--- config.mk ---
export PLATFORM = sky130hd
export DESIGN_NAME = snmp_varbind_oid_value_parser
export DESIGN_NICKNAME = d
export VERILOG_FILES = /design/src/svop_pkg.sv /design/src/svop_front.sv /design/src/svop_fifo.sv /design/src/svop_back.sv /design/src/snmp_varbind_oid_value_parser.sv
export SDC_FILE = /design/constraint.sdc
export NUM_CORES = 1
export LEC_CHECK = 0
export ABC_AREA = 1
export BUFFER_PORTS_ARGS = -buffer_cell sky130_fd_sc_hd__buf_2
export CAP_MARGIN = 0
export CORE_MARGIN = 2
export CORE_UTILIZATION = 56
export CTS_CLUSTER_SIZE = 40
export DETAILED_ROUTE_END_ITERATION = 10
export PLACE_DENSITY = 0.83
export SYNTH_ARGS = -nofsm -noshare
export SYNTH_HDL_FRONTEND = slang
export SYNTH_SLANG_ARGS = --single-unit
--- constraint.sdc ---
create_clock -name clk -period 4 [get_ports clk]
set_clock_uncertainty 0.1 [all_clocks]
set_input_delay 0.4 -clock clk [delete_from_list [all_inputs] [get_ports clk]]
set_output_delay 0.4 -clock clk [all_outputs]
set_load 0.05 [all_outputs]
--- src/svop_pkg.sv ---
// ----------------------------------------------------------------------------
// svop_pkg
// Shared types, codes and helpers of the SNMP varbind OID/value parser.
// ----------------------------------------------------------------------------
package svop_pkg;

    localparam int FIFO_DEPTH = 4;
    localparam int FIFO_AW    = $clog2(FIFO_DEPTH);
    localparam int FIFO_CW    = $clog2(FIFO_DEPTH + 1);

    localparam logic [7:0] OID_TAG      = 8'h06;
    localparam logic [7:0] ARC_SPLIT_1  = 8'd40;
    localparam logic [7:0] ARC_SPLIT_2  = 8'd80;

    typedef enum logic [3:0] {
        PH_SEARCH   = 4'd0,
        PH_OLEN     = 4'd1,
        PH_OLEN_EXT = 4'd2,
        PH_OID      = 4'd3,
        PH_VTAG     = 4'd4,
        PH_VLEN     = 4'd5,
        PH_VLEN_EXT = 4'd6,
        PH_VAL      = 4'd7,
        PH_DONE     = 4'd8
    } phase_t;

    typedef enum logic [1:0] {
        KIND_ARC    = 2'd0,
        KIND_VALUE  = 2'd1,
        KIND_STATUS = 2'd2
    } kind_t;

    typedef enum logic [2:0] {
        ST_OK        = 3'd0,
        ST_NO_TAG    = 3'd1,
        ST_BAD_LEN   = 3'd2,
        ST_OID_TRUNC = 3'd3,
        ST_VAL_MISS  = 3'd4
    } status_t;

    // Results caused by one accepted byte, in delivery order:
    // first-byte arc pair, then one arc or value byte, then the status.
    typedef struct packed {
        logic        pair_valid;
        logic [1:0]  pair_a0;
        logic [7:0]  pair_a1;
        logic        item_valid;
        kind_t       item_kind;
        logic [31:0] item_data;
        logic        stat_valid;
        status_t     stat_code;
    } bundle_t;

    function automatic status_t pending_status(input phase_t ph);
        status_t st;
        st = ST_OK;
        unique case (ph)
            PH_SEARCH:   st = ST_NO_TAG;
            PH_OLEN:     st = ST_BAD_LEN;
            PH_OLEN_EXT: st = ST_BAD_LEN;
            PH_OID:      st = ST_OID_TRUNC;
            PH_VTAG:     st = ST_VAL_MISS;
            PH_VLEN:     st = ST_VAL_MISS;
            PH_VLEN_EXT: st = ST_VAL_MISS;
            PH_VAL:      st = ST_OK;
            default:     st = ST_OK;
        endcase
        return st;
    endfunction

endpackage

--- src/svop_front.sv ---
// ----------------------------------------------------------------------------
// svop_front
// Byte parser: tracks the BER framing and builds the result bundle of each byte.
// ----------------------------------------------------------------------------
module svop_front (
    input  logic                 clk,
    input  logic                 rst_n,
    input  logic                 accept,
    input  logic [7:0]           data_byte,
    input  logic                 end_of_packet,
    output logic                 bnd_push,
    output svop_pkg::bundle_t    bnd
);

    svop_pkg::phase_t  phase_reg, phase_next;
    logic [15:0]       rem_reg, rem_next;
    logic [1:0]        lbl_reg, lbl_next;
    logic [31:0]       acc_reg, acc_next;
    logic              first_reg, first_next;
    svop_pkg::status_t outcome_reg, outcome_next;
    svop_pkg::status_t close_code;

    logic              go_flag;
    logic              is_val;
    logic [15:0]       rem_ext;
    logic [15:0]       rem_dec;
    logic [1:0]        lbl_dec;
    logic [31:0]       acc_shift;
    logic [1:0]        a0;
    logic [7:0]        a1;

    always_ff @(posedge clk or negedge rst_n)
    begin
        if (!rst_n)
        begin
            phase_reg   <= svop_pkg::PH_SEARCH;
            rem_reg     <= '0;
            lbl_reg     <= '0;
            acc_reg     <= '0;
            first_reg   <= 1'b1;
            outcome_reg <= svop_pkg::ST_NO_TAG;
        end
        else
        begin
            phase_reg   <= phase_next;
            rem_reg     <= rem_next;
            lbl_reg     <= lbl_next;
            acc_reg     <= acc_next;
            first_reg   <= first_next;
            outcome_reg <= outcome_next;
        end
    end

    always_comb
    begin
        is_val    = (phase_reg == svop_pkg::PH_VLEN) || (phase_reg == svop_pkg::PH_VLEN_EXT);
        rem_ext   = {rem_reg[7:0], data_byte};
        rem_dec   = rem_reg - 16'd1;
        lbl_dec   = lbl_reg - 2'd1;
        acc_shift = {acc_reg[24:0], data_byte[6:0]};
        if (data_byte < svop_pkg::ARC_SPLIT_1)
        begin
            a0 = 2'd0;
        end
        else if (data_byte < svop_pkg::ARC_SPLIT_2)
        begin
            a0 = 2'd1;
        end
        else
        begin
            a0 = 2'd2;
        end
        a1 = data_byte - 8'(a0 * svop_pkg::ARC_SPLIT_1);
    end

    always_comb
    begin
        phase_next   = phase_reg;
        rem_next     = rem_reg;
        lbl_next     = lbl_reg;
        acc_next     = acc_reg;
        first_next   = first_reg;
        outcome_next = outcome_reg;
        close_code   = outcome_reg;
        go_flag      = 1'b0;
        if (accept)
        begin
            unique case (phase_reg)
                svop_pkg::PH_SEARCH:
                begin
                    if (data_byte == svop_pkg::OID_TAG)
                    begin
                        phase_next = svop_pkg::PH_OLEN;
                        go_flag    = 1'b1;
                    end
                end
                svop_pkg::PH_OLEN, svop_pkg::PH_VLEN:
                begin
                    if (!data_byte[7])
                    begin
                        rem_next = {8'h00, data_byte};
                        if (data_byte == 8'h00)
                        begin
                            if (is_val)
                            begin
                                phase_next   = svop_pkg::PH_DONE;
                                outcome_next = svop_pkg::ST_OK;
                            end
                            else
                            begin
                                phase_next = svop_pkg::PH_VTAG;
                                go_flag    = 1'b1;
                            end
                        end
                        else
                        begin
                            phase_next = is_val ? svop_pkg::PH_VAL : svop_pkg::PH_OID;
                            go_flag    = 1'b1;
                        end
                    end
                    else if ((data_byte[6:0] == 7'd0) || (data_byte[6:0] > 7'd2))
                    begin
                        phase_next   = svop_pkg::PH_DONE;
                        outcome_next = svop_pkg::ST_BAD_LEN;
                    end
                    else
                    begin
                        lbl_next   = data_byte[1:0];
                        rem_next   = '0;
                        phase_next = is_val ? svop_pkg::PH_VLEN_EXT : svop_pkg::PH_OLEN_EXT;
                        go_flag    = 1'b1;
                    end
                end
                svop_pkg::PH_OLEN_EXT, svop_pkg::PH_VLEN_EXT:
                begin
                    rem_next = rem_ext;
                    lbl_next = lbl_dec;
                    if (lbl_dec == 2'd0)
                    begin
                        if (rem_ext == 16'd0)
                        begin
                            if (is_val)
                            begin
                                phase_next   = svop_pkg::PH_DONE;
                                outcome_next = svop_pkg::ST_OK;
                            end
                            else
                            begin
                                phase_next = svop_pkg::PH_VTAG;
                                go_flag    = 1'b1;
                            end
                        end
                        else
                        begin
                            phase_next = is_val ? svop_pkg::PH_VAL : svop_pkg::PH_OID;
                            go_flag    = 1'b1;
                        end
                    end
                end
                svop_pkg::PH_OID:
                begin
                    if (first_reg)
                    begin
                        first_next = 1'b0;
                    end
                    else
                    begin
                        acc_next = acc_shift;
                        if (!data_byte[7])
                        begin
                            acc_next = '0;
                        end
                    end
                    rem_next = rem_dec;
                    if (rem_dec == 16'd0)
                    begin
                        phase_next = svop_pkg::PH_VTAG;
                        go_flag    = 1'b1;
                    end
                end
                svop_pkg::PH_VTAG:
                begin
                    phase_next = svop_pkg::PH_VLEN;
                    go_flag    = 1'b1;
                end
                svop_pkg::PH_VAL:
                begin
                    rem_next = rem_dec;
                    if (rem_dec == 16'd0)
                    begin
                        phase_next   = svop_pkg::PH_DONE;
                        outcome_next = svop_pkg::ST_OK;
                    end
                end
                default:
                begin
                end
            endcase
            if (go_flag)
            begin
                outcome_next = svop_pkg::pending_status(phase_next);
            end
            close_code = outcome_next;
            if (end_of_packet)
            begin
                phase_next   = svop_pkg::PH_SEARCH;
                rem_next     = '0;
                lbl_next     = '0;
                acc_next     = '0;
                first_next   = 1'b1;
                outcome_next = svop_pkg::ST_NO_TAG;
            end
        end
    end

    always_comb
    begin
        bnd = '0;
        if (accept)
        begin
            unique case (phase_reg)
                svop_pkg::PH_OID:
                begin
                    if (first_reg)
                    begin
                        bnd.pair_valid = 1'b1;
                        bnd.pair_a0    = a0;
                        bnd.pair_a1    = a1;
                    end
                    else if (!data_byte[7])
                    begin
                        bnd.item_valid = 1'b1;
                        bnd.item_kind  = svop_pkg::KIND_ARC;
                        bnd.item_data  = acc_shift;
                    end
                end
                svop_pkg::PH_VAL:
                begin
                    bnd.item_valid = 1'b1;
                    bnd.item_kind  = svop_pkg::KIND_VALUE;
                    bnd.item_data  = {24'h000000, data_byte};
                end
                default:
                begin
                end
            endcase
            if (end_of_packet)
            begin
                bnd.stat_valid = 1'b1;
                bnd.stat_code  = close_code;
            end
        end
    end

    assign bnd_push = accept && (bnd.pair_valid || bnd.item_valid || bnd.stat_valid);

endmodule

--- src/svop_fifo.sv ---
// ----------------------------------------------------------------------------
// svop_fifo
// Short bundle queue between the parser and the result sequencer.
// ----------------------------------------------------------------------------
module svop_fifo (
    input  logic                 clk,
    input  logic                 rst_n,
    input  logic                 wr_en,
    input  svop_pkg::bundle_t    wr_data,
    input  logic                 rd_en,
    output svop_pkg::bundle_t    rd_data,
    output logic                 full,
    output logic                 empty
);

    svop_pkg::bundle_t                  mem [svop_pkg::FIFO_DEPTH];
    logic [svop_pkg::FIFO_AW-1:0]       wr_ptr_reg, wr_ptr_next;
    logic [svop_pkg::FIFO_AW-1:0]       rd_ptr_reg, rd_ptr_next;
    logic [svop_pkg::FIFO_CW-1:0]       count_reg, count_next;
    logic                               do_wr;
    logic                               do_rd;

    assign full    = (count_reg == svop_pkg::FIFO_CW'(svop_pkg::FIFO_DEPTH));
    assign empty   = (count_reg == '0);
    assign do_wr   = wr_en && !full;
    assign do_rd   = rd_en && !empty;
    assign rd_data = mem[rd_ptr_reg];

    always_comb
    begin
        wr_ptr_next = do_wr ? wr_ptr_reg + 1'b1 : wr_ptr_reg;
        rd_ptr_next = do_rd ? rd_ptr_reg + 1'b1 : rd_ptr_reg;
        count_next  = count_reg;
        if (do_wr && !do_rd)
        begin
            count_next = count_reg + 1'b1;
        end
        else if (do_rd && !do_wr)
        begin
            count_next = count_reg - 1'b1;
        end
    end

    always_ff @(posedge clk)
    begin
        if (do_wr)
        begin
            mem[wr_ptr_reg] <= wr_data;
        end
    end

    always_ff @(posedge clk or negedge rst_n)
    begin
        if (!rst_n)
        begin
            wr_ptr_reg <= '0;
            rd_ptr_reg <= '0;
            count_reg  <= '0;
        end
        else
        begin
            wr_ptr_reg <= wr_ptr_next;
            rd_ptr_reg <= rd_ptr_next;
            count_reg  <= count_next;
        end
    end

endmodule

--- src/svop_back.sv ---
// ----------------------------------------------------------------------------
// svop_back
// Result sequencer: unpacks each bundle into single result words.
// ----------------------------------------------------------------------------
module svop_back (
    input  logic                 clk,
    input  logic                 rst_n,
    input  svop_pkg::bundle_t    q_data,
    input  logic                 q_empty,
    output logic                 q_pop,
    input  logic                 pop,
    output logic                 empty,
    output logic [1:0]           kind,
    output logic [31:0]          arc,
    output logic [7:0]           value_byte,
    output logic [2:0]           status,
    output logic                 last
);

    svop_pkg::bundle_t bnd_reg, bnd_next;
    logic [3:0]        flags_reg, flags_next;
    logic [3:0]        flags_after;

    // flags: pair first arc, pair second arc, arc or value, status
    always_comb
    begin
        flags_after = flags_reg;
        if (pop && (flags_reg != 4'd0))
        begin
            flags_after = flags_reg & (flags_reg - 4'd1);
        end
        q_pop      = (flags_after == 4'd0) && !q_empty;
        flags_next = flags_after;
        bnd_next   = bnd_reg;
        if (q_pop)
        begin
            flags_next = {q_data.stat_valid, q_data.item_valid,
                          q_data.pair_valid, q_data.pair_valid};
            bnd_next   = q_data;
        end
    end

    always_ff @(posedge clk or negedge rst_n)
    begin
        if (!rst_n)
        begin
            flags_reg <= '0;
        end
        else
        begin
            flags_reg <= flags_next;
        end
    end

    always_ff @(posedge clk)
    begin
        bnd_reg <= bnd_next;
    end

    always_comb
    begin
        kind       = svop_pkg::KIND_ARC;
        arc        = '0;
        value_byte = '0;
        status     = svop_pkg::ST_OK;
        last       = 1'b0;
        priority if (flags_reg[0])
        begin
            arc = {30'd0, bnd_reg.pair_a0};
        end
        else if (flags_reg[1])
        begin
            arc = {24'd0, bnd_reg.pair_a1};
        end
        else if (flags_reg[2])
        begin
            kind = bnd_reg.item_kind;
            if (bnd_reg.item_kind == svop_pkg::KIND_VALUE)
            begin
                value_byte = bnd_reg.item_data[7:0];
            end
            else
            begin
                arc = bnd_reg.item_data;
            end
        end
        else if (flags_reg[3])
        begin
            kind   = svop_pkg::KIND_STATUS;
            status = bnd_reg.stat_code;
            last   = 1'b1;
        end
    end

    assign empty = (flags_reg == 4'd0);

endmodule

--- src/snmp_varbind_oid_value_parser.sv ---
// ----------------------------------------------------------------------------
// snmp_varbind_oid_value_parser
// Streaming parser of the first OID/value pair of an SNMP response packet.
// ----------------------------------------------------------------------------
// Input side: write one packet byte per cycle with push while full is low;
// end_of_packet marks the final byte of the packet.
// Output side: while empty is low the oldest result word is on kind, arc,
// value_byte, status and last; pop takes it.
// Each byte gives zero to three words: OID arcs (kind 0), value bytes
// (kind 1) and, on the final byte, a status word (kind 2, last high).
// A failing status means the arcs already delivered must be discarded.
// Path: a byte's bundle is written into the queue at the edge that takes the
// byte, then loaded into the sequencer register that drives the result ports.
// Throughput: one byte per cycle in while full is low, one word per
// cycle out while pop is high. A four-entry bundle queue parts parser and
// sequencer: full rises only on a receiver stall or several words per byte.
// Reset: empties the queue and the sequencer and returns the parser to the
// search for the OID tag. A stalled receiver holds its word unchanged.
// ----------------------------------------------------------------------------
module snmp_varbind_oid_value_parser (
    input  logic        clk,
    input  logic        rst_n,
    input  logic        push,
    output logic        full,
    input  logic [7:0]  data_byte,
    input  logic        end_of_packet,
    output logic        empty,
    input  logic        pop,
    output logic [1:0]  kind,
    output logic [31:0] arc,
    output logic [7:0]  value_byte,
    output logic [2:0]  status,
    output logic        last
);

    svop_pkg::bundle_t f_bnd;
    svop_pkg::bundle_t q_data;
    logic              f_push;
    logic              q_empty;
    logic              q_pop;
    logic              accept;

    assign accept = push && !full;

    svop_front u_front (
        .clk           (clk),
        .rst_n         (rst_n),
        .accept        (accept),
        .data_byte     (data_byte),
        .end_of_packet (end_of_packet),
        .bnd_push      (f_push),
        .bnd           (f_bnd)
    );

    svop_fifo u_fifo (
        .clk     (clk),
        .rst_n   (rst_n),
        .wr_en   (f_push),
        .wr_data (f_bnd),
        .rd_en   (q_pop),
        .rd_data (q_data),
        .full    (full),
        .empty   (q_empty)
    );

    svop_back u_back (
        .clk        (clk),
        .rst_n      (rst_n),
        .q_data     (q_data),
        .q_empty    (q_empty),
        .q_pop      (q_pop),
        .pop        (pop),
        .empty      (empty),
        .kind       (kind),
        .arc        (arc),
        .value_byte (value_byte),
        .status     (status),
        .last       (last)
    );

endmodule

==> metrics.csv <==
stage;metric;value;unit
timing;Pins Over Slew Limit;0;
global_routing;initial antenna violation count;1;
timing;Tcrit/Tclk final;86.7;%
routing;vias per inst;5.84;
status;outcome;completed;
die;starting density of the core;57.3;%
timing;Worst-Margin Slew;0.955;ns
routing;drt wl/cell;18.6;um
setup_path;CP max-delay cell;dfrtp_1;
global_routing;Global Route Usage Sum;24.6;%
cts;postcts setup bufs;0;
synth;synth unique cells;46;
routing;Initial DRC Count;920;
cts;CTS Buf Count;30;
setup_path;setup slack, reg-to-reg;0.53;ns
min_path;Hold Crit Class;in2reg;
cells_and_area;layout cells sized above 1;13.8;%
routing;DRT Wirelength;31500;um
cts;Clock Path Buffers;3;
synth;Mapped Area;13500;sq um
setup_path;CP cell instances;inv_2 -> ha_1 -> xnor2_1 -> nand2_1 -> nor2_1 -> nand2_1 -> nor3_1 -> nand3_2 -> nand2_1 -> o311ai_1 -> o21ai_0 -> inv_1 -> ha_1 -> nand3b_1 -> nor2_1 -> nand2_1 -> a21oi_1;
setup_path;CP arrival;3.67;ns
timing;RSZ-0062 raised after global routing;no;
routing;DRT Pass-1 Iters;6;
global_routing;maximum number of pins on one net before global-route repair;59;
power_and_ir_drop;maximum vdd ir drop;545;uV
cts;Clock Latency Late Sink;0.57;ns
synth;Synth Instances;1287;
synth;syn_nets;1319;
cells_and_area;final core occ;64.8;%
routing;routed via count;9875;
synth;post-synthesis sequential area ratio;65.2;%
placed_design;DP HPWL;19400;um
die;die height;159;um
placed_design;IO buf count;60;
synth;Mapped Avg Cell Area;10.5;sq um
setup_path;Critical Path Sink Type;register;
synth;Yosys warnings;0;
setup_path;cell repeated most along the worst path;nand2_1;
placed_design;Final Wtd Congestion;0.947;
global_routing;vias in the first global route;9704;
setup_path;Worst path max stage delay;0.41;ns
timing;Max-slew headroom;36.4;%
cts;Reg clk slew, reported paths;0.07;ns
cts;hold_buf cts;1;
setup_path;CP Data Required Time;4.21;ns
setup_path;critical path class;reg2reg;
power_and_ir_drop;Pwr Total;12.1;mW
routing;Detail Route Antenna Nets;0;
synth;Synth Register Bits;304;
cells_and_area;Nets;1380;
timing;Min Clock Period, post-route;3.47;ns
synth;Synth Flop Type;edfxtp_1;
cts;clock root buffer master;clkbuf_16;
cts;H-tree lvl count;1;
cts;CTS tree;built;
cts;post-cts repair resize count;0;
synth;Post-synth ARST share;20.4;%
die;Die X;159;um
cells_and_area;Area Overhead vs Synth;13.2;%
synth;EDFF count, synth;242;
die;Die Footprint;25400;sq um
die;I/O pins;61;
routing;DRC;0;
cts;Clock Sinks;304;
timing;# setup viols final;0;
setup_path;critical path startpoint category;register;
setup_path;Worst Path Max Fanout;10;
cells_and_area;Largest register FFs;196;
flow_run;number of max-cap violations;0;
global_routing;first-pass GRT wire length;50100;um
global_routing;grt total ovfl;0;
die;Core Region;23600;sq um
timing;Max Clk Rate;288;MHz
power_and_ir_drop;leakage power;6.10;nW
timing;Hold Vio Cnt, Final;0;
power_and_ir_drop;power per cell area;790;nW/um^2
die;Placement Rows;56;
[kinds of logic (layout without fill, tap and decap cells)]
| kind of cell | count (synthesis) | count (layout) | share of synthesized area [%] |
|---|---|---|---|
| AOI/OAI and AO/OA | 266 | 266 | 10.9 |
| xor gates and xnor gates | 8 | 8 | 0.518 |
| adders and majority gates | 19 | 19 | 1.87 |
| buffers and inverters | 207 | 292 | 5.85 |
| DFF | 304 | 304 | 65.2 |
| muxes | 1 | 1 | 0.0833 |
| other | 0 | 1 | 0 |
| and+or+nand+nor | 482 | 482 | 15.5 |
[per-layer routing]
layer	global-route usage [%]	part of all wire [%]
met1	33.0	40
met4	8.97	2.9
met2	41.1	48
met3	4.17	8.7
met5	0	0
[report_power, final]
group	internal, mW	total (mW)	leakage (nW)	switching, mW
combinational	1.29	4.61	2.51	3.33
clock	1.62	2.87	0.493	1.25
sequential	4.22	4.61	3.10	0.386
total	7.12	12.1	6.10	4.96
[placed cells by master (no fill, tap or decap), types with 3 or more instances in the layout]
| cell type | synthesis | routed |
|---|---|---|
| edfxtp_1 | 242 | 242 |
| nor2_1 | 223 | 219 |
| o21ai_0 | 158 | 158 |
| inv_1 | 141 | 140 |
| nand2_1 | 135 | 135 |
| nand3_1 | 67 | 67 |
| o22ai_1 | 63 | 63 |
| buf_2 | 2 | 60 |
| dfrtp_1 | 60 | 59 |
| clkbuf_16 | 0 | 32 |
| a21oi_1 | 20 | 19 |
| ha_1 | 17 | 17 |
| inv_2 | 12 | 14 |
| nor2_2 | 13 | 13 |
| buf_4 | 3 | 13 |
| nor3_1 | 11 | 11 |
| nor2_4 | 6 | 10 |
| nand2_2 | 9 | 9 |
| a22oi_1 | 8 | 8 |
| buf_12 | 0 | 6 |
| xor2_1 | 5 | 5 |
| clkinv_1 | 3 | 4 |
| nand3b_1 | 4 | 4 |
| clkinvlp_4 | 0 | 4 |
| clkinv_2 | 0 | 4 |
| o211ai_1 | 3 | 3 |
| or2_2 | 3 | 3 |
| xnor2_1 | 3 | 3 |
| o21ai_1 | 3 | 3 |
| clkinv_4 | 0 | 3 |
| clkbuf_1 | 46 | 3 |
[cell usage after synthesis, types with 2 or more instances]
master,number,area (sq um)
nand2_2,9,56.3
nand4_1,2,12.5
o311ai_1,2,17.5
or2_2,3,18.8
fa_1,2,40.0
nor4_1,2,12.5
dfstp_2,2,52.6
o22ai_1,63,394
o21ai_1,3,15.0
nand3_1,67,335
a21oi_1,20,100
clkinv_1,3,11.3
o31ai_1,2,15.0
nand3b_1,4,30.0
nor2_4,6,67.6
a22oi_1,8,60.1
inv_1,141,529
xnor2_1,3,26.3
edfxtp_1,242,7270
o21ai_0,158,791
buf_2,2,10.0
nor2_2,13,81.3
o211ai_1,3,22.5
xor2_1,5,43.8
inv_2,12,45.0
nand2_1,135,507
nor2_1,223,837
clkbuf_1,46,173
dfrtp_1,60,1500
nor3_1,11,55.1
nor3_2,2,20.0
buf_4,3,22.5
ha_1,17,213
[through the flow]
step | cells | hold WS (ns) | setup slack (ns) | TNS (ns) | instance area, sq um
floorplan | 1287 | 0.00441 | -0.268 | -52.61 | 13500
CTS | 1691 | 0.0186 | 0.614 | 0 | 15300
global placement | 1634 | 0.375 | 0.777 | 0 | 14300
global route | 1691 | 0.0490 | 0.252 | 0 | 15300
detailed placement | 1634 | 0.379 | 0.666 | 0 | 14300
finish | 1692 | 0.0266 | 0.533 | 0 | 15300
[cell type report]
cell class / count / area, sq um
Tap cell: 319 / 399
Clock buffer: 35 / 812
Fill cell: 1739 / 8310
Sequential cell: 304 / 8820
Clock inverter: 21 / 216
Multi-Input combinational cell: 776 / 3940
Antenna cell: 1 / 2.50
Inverter: 156 / 586
Timing Repair Buffer: 80 / 528
[critical path, delay by kind of cell, from the launching register on]
kind / cells / cell delay [ns]
AOI/OAI and AO/OA: 3 / 0.64
xor gates and xnor gates: 1 / 0.17
adders and majority gates: 2 / 0.50
buffers and inverters: 2 / 0.26
DFF: 1 / 0.41
and+or+nand+nor: 9 / 1.12
[worst paths after layout]
kind	start	to	cells past startpoint
max in group asynchronous	rst_n	u_front.acc_reg[17]$_DFFE_PN0P_	3
setup / recovery	u_front.rem_reg[0]$_DFFE_PN0P_	u_fifo.mem[1][2]$_DFFE_PP_	17
setup reg to reg	u_front.rem_reg[0]$_DFFE_PN0P_	u_fifo.mem[1][2]$_DFFE_PP_	17
min in group asynchronous	rst_n	u_front.rem_reg[10]$_DFFE_PN0P_	2
hold reg to reg	u_front.outcome_reg[2]$_DFFE_PN0P_	u_front.outcome_reg[2]$_DFFE_PN0P_	2
hold / removal	data_byte[5]	u_front.acc_reg[5]$_DFFE_PN0P_	3
(Power assumes the default switching activity.)
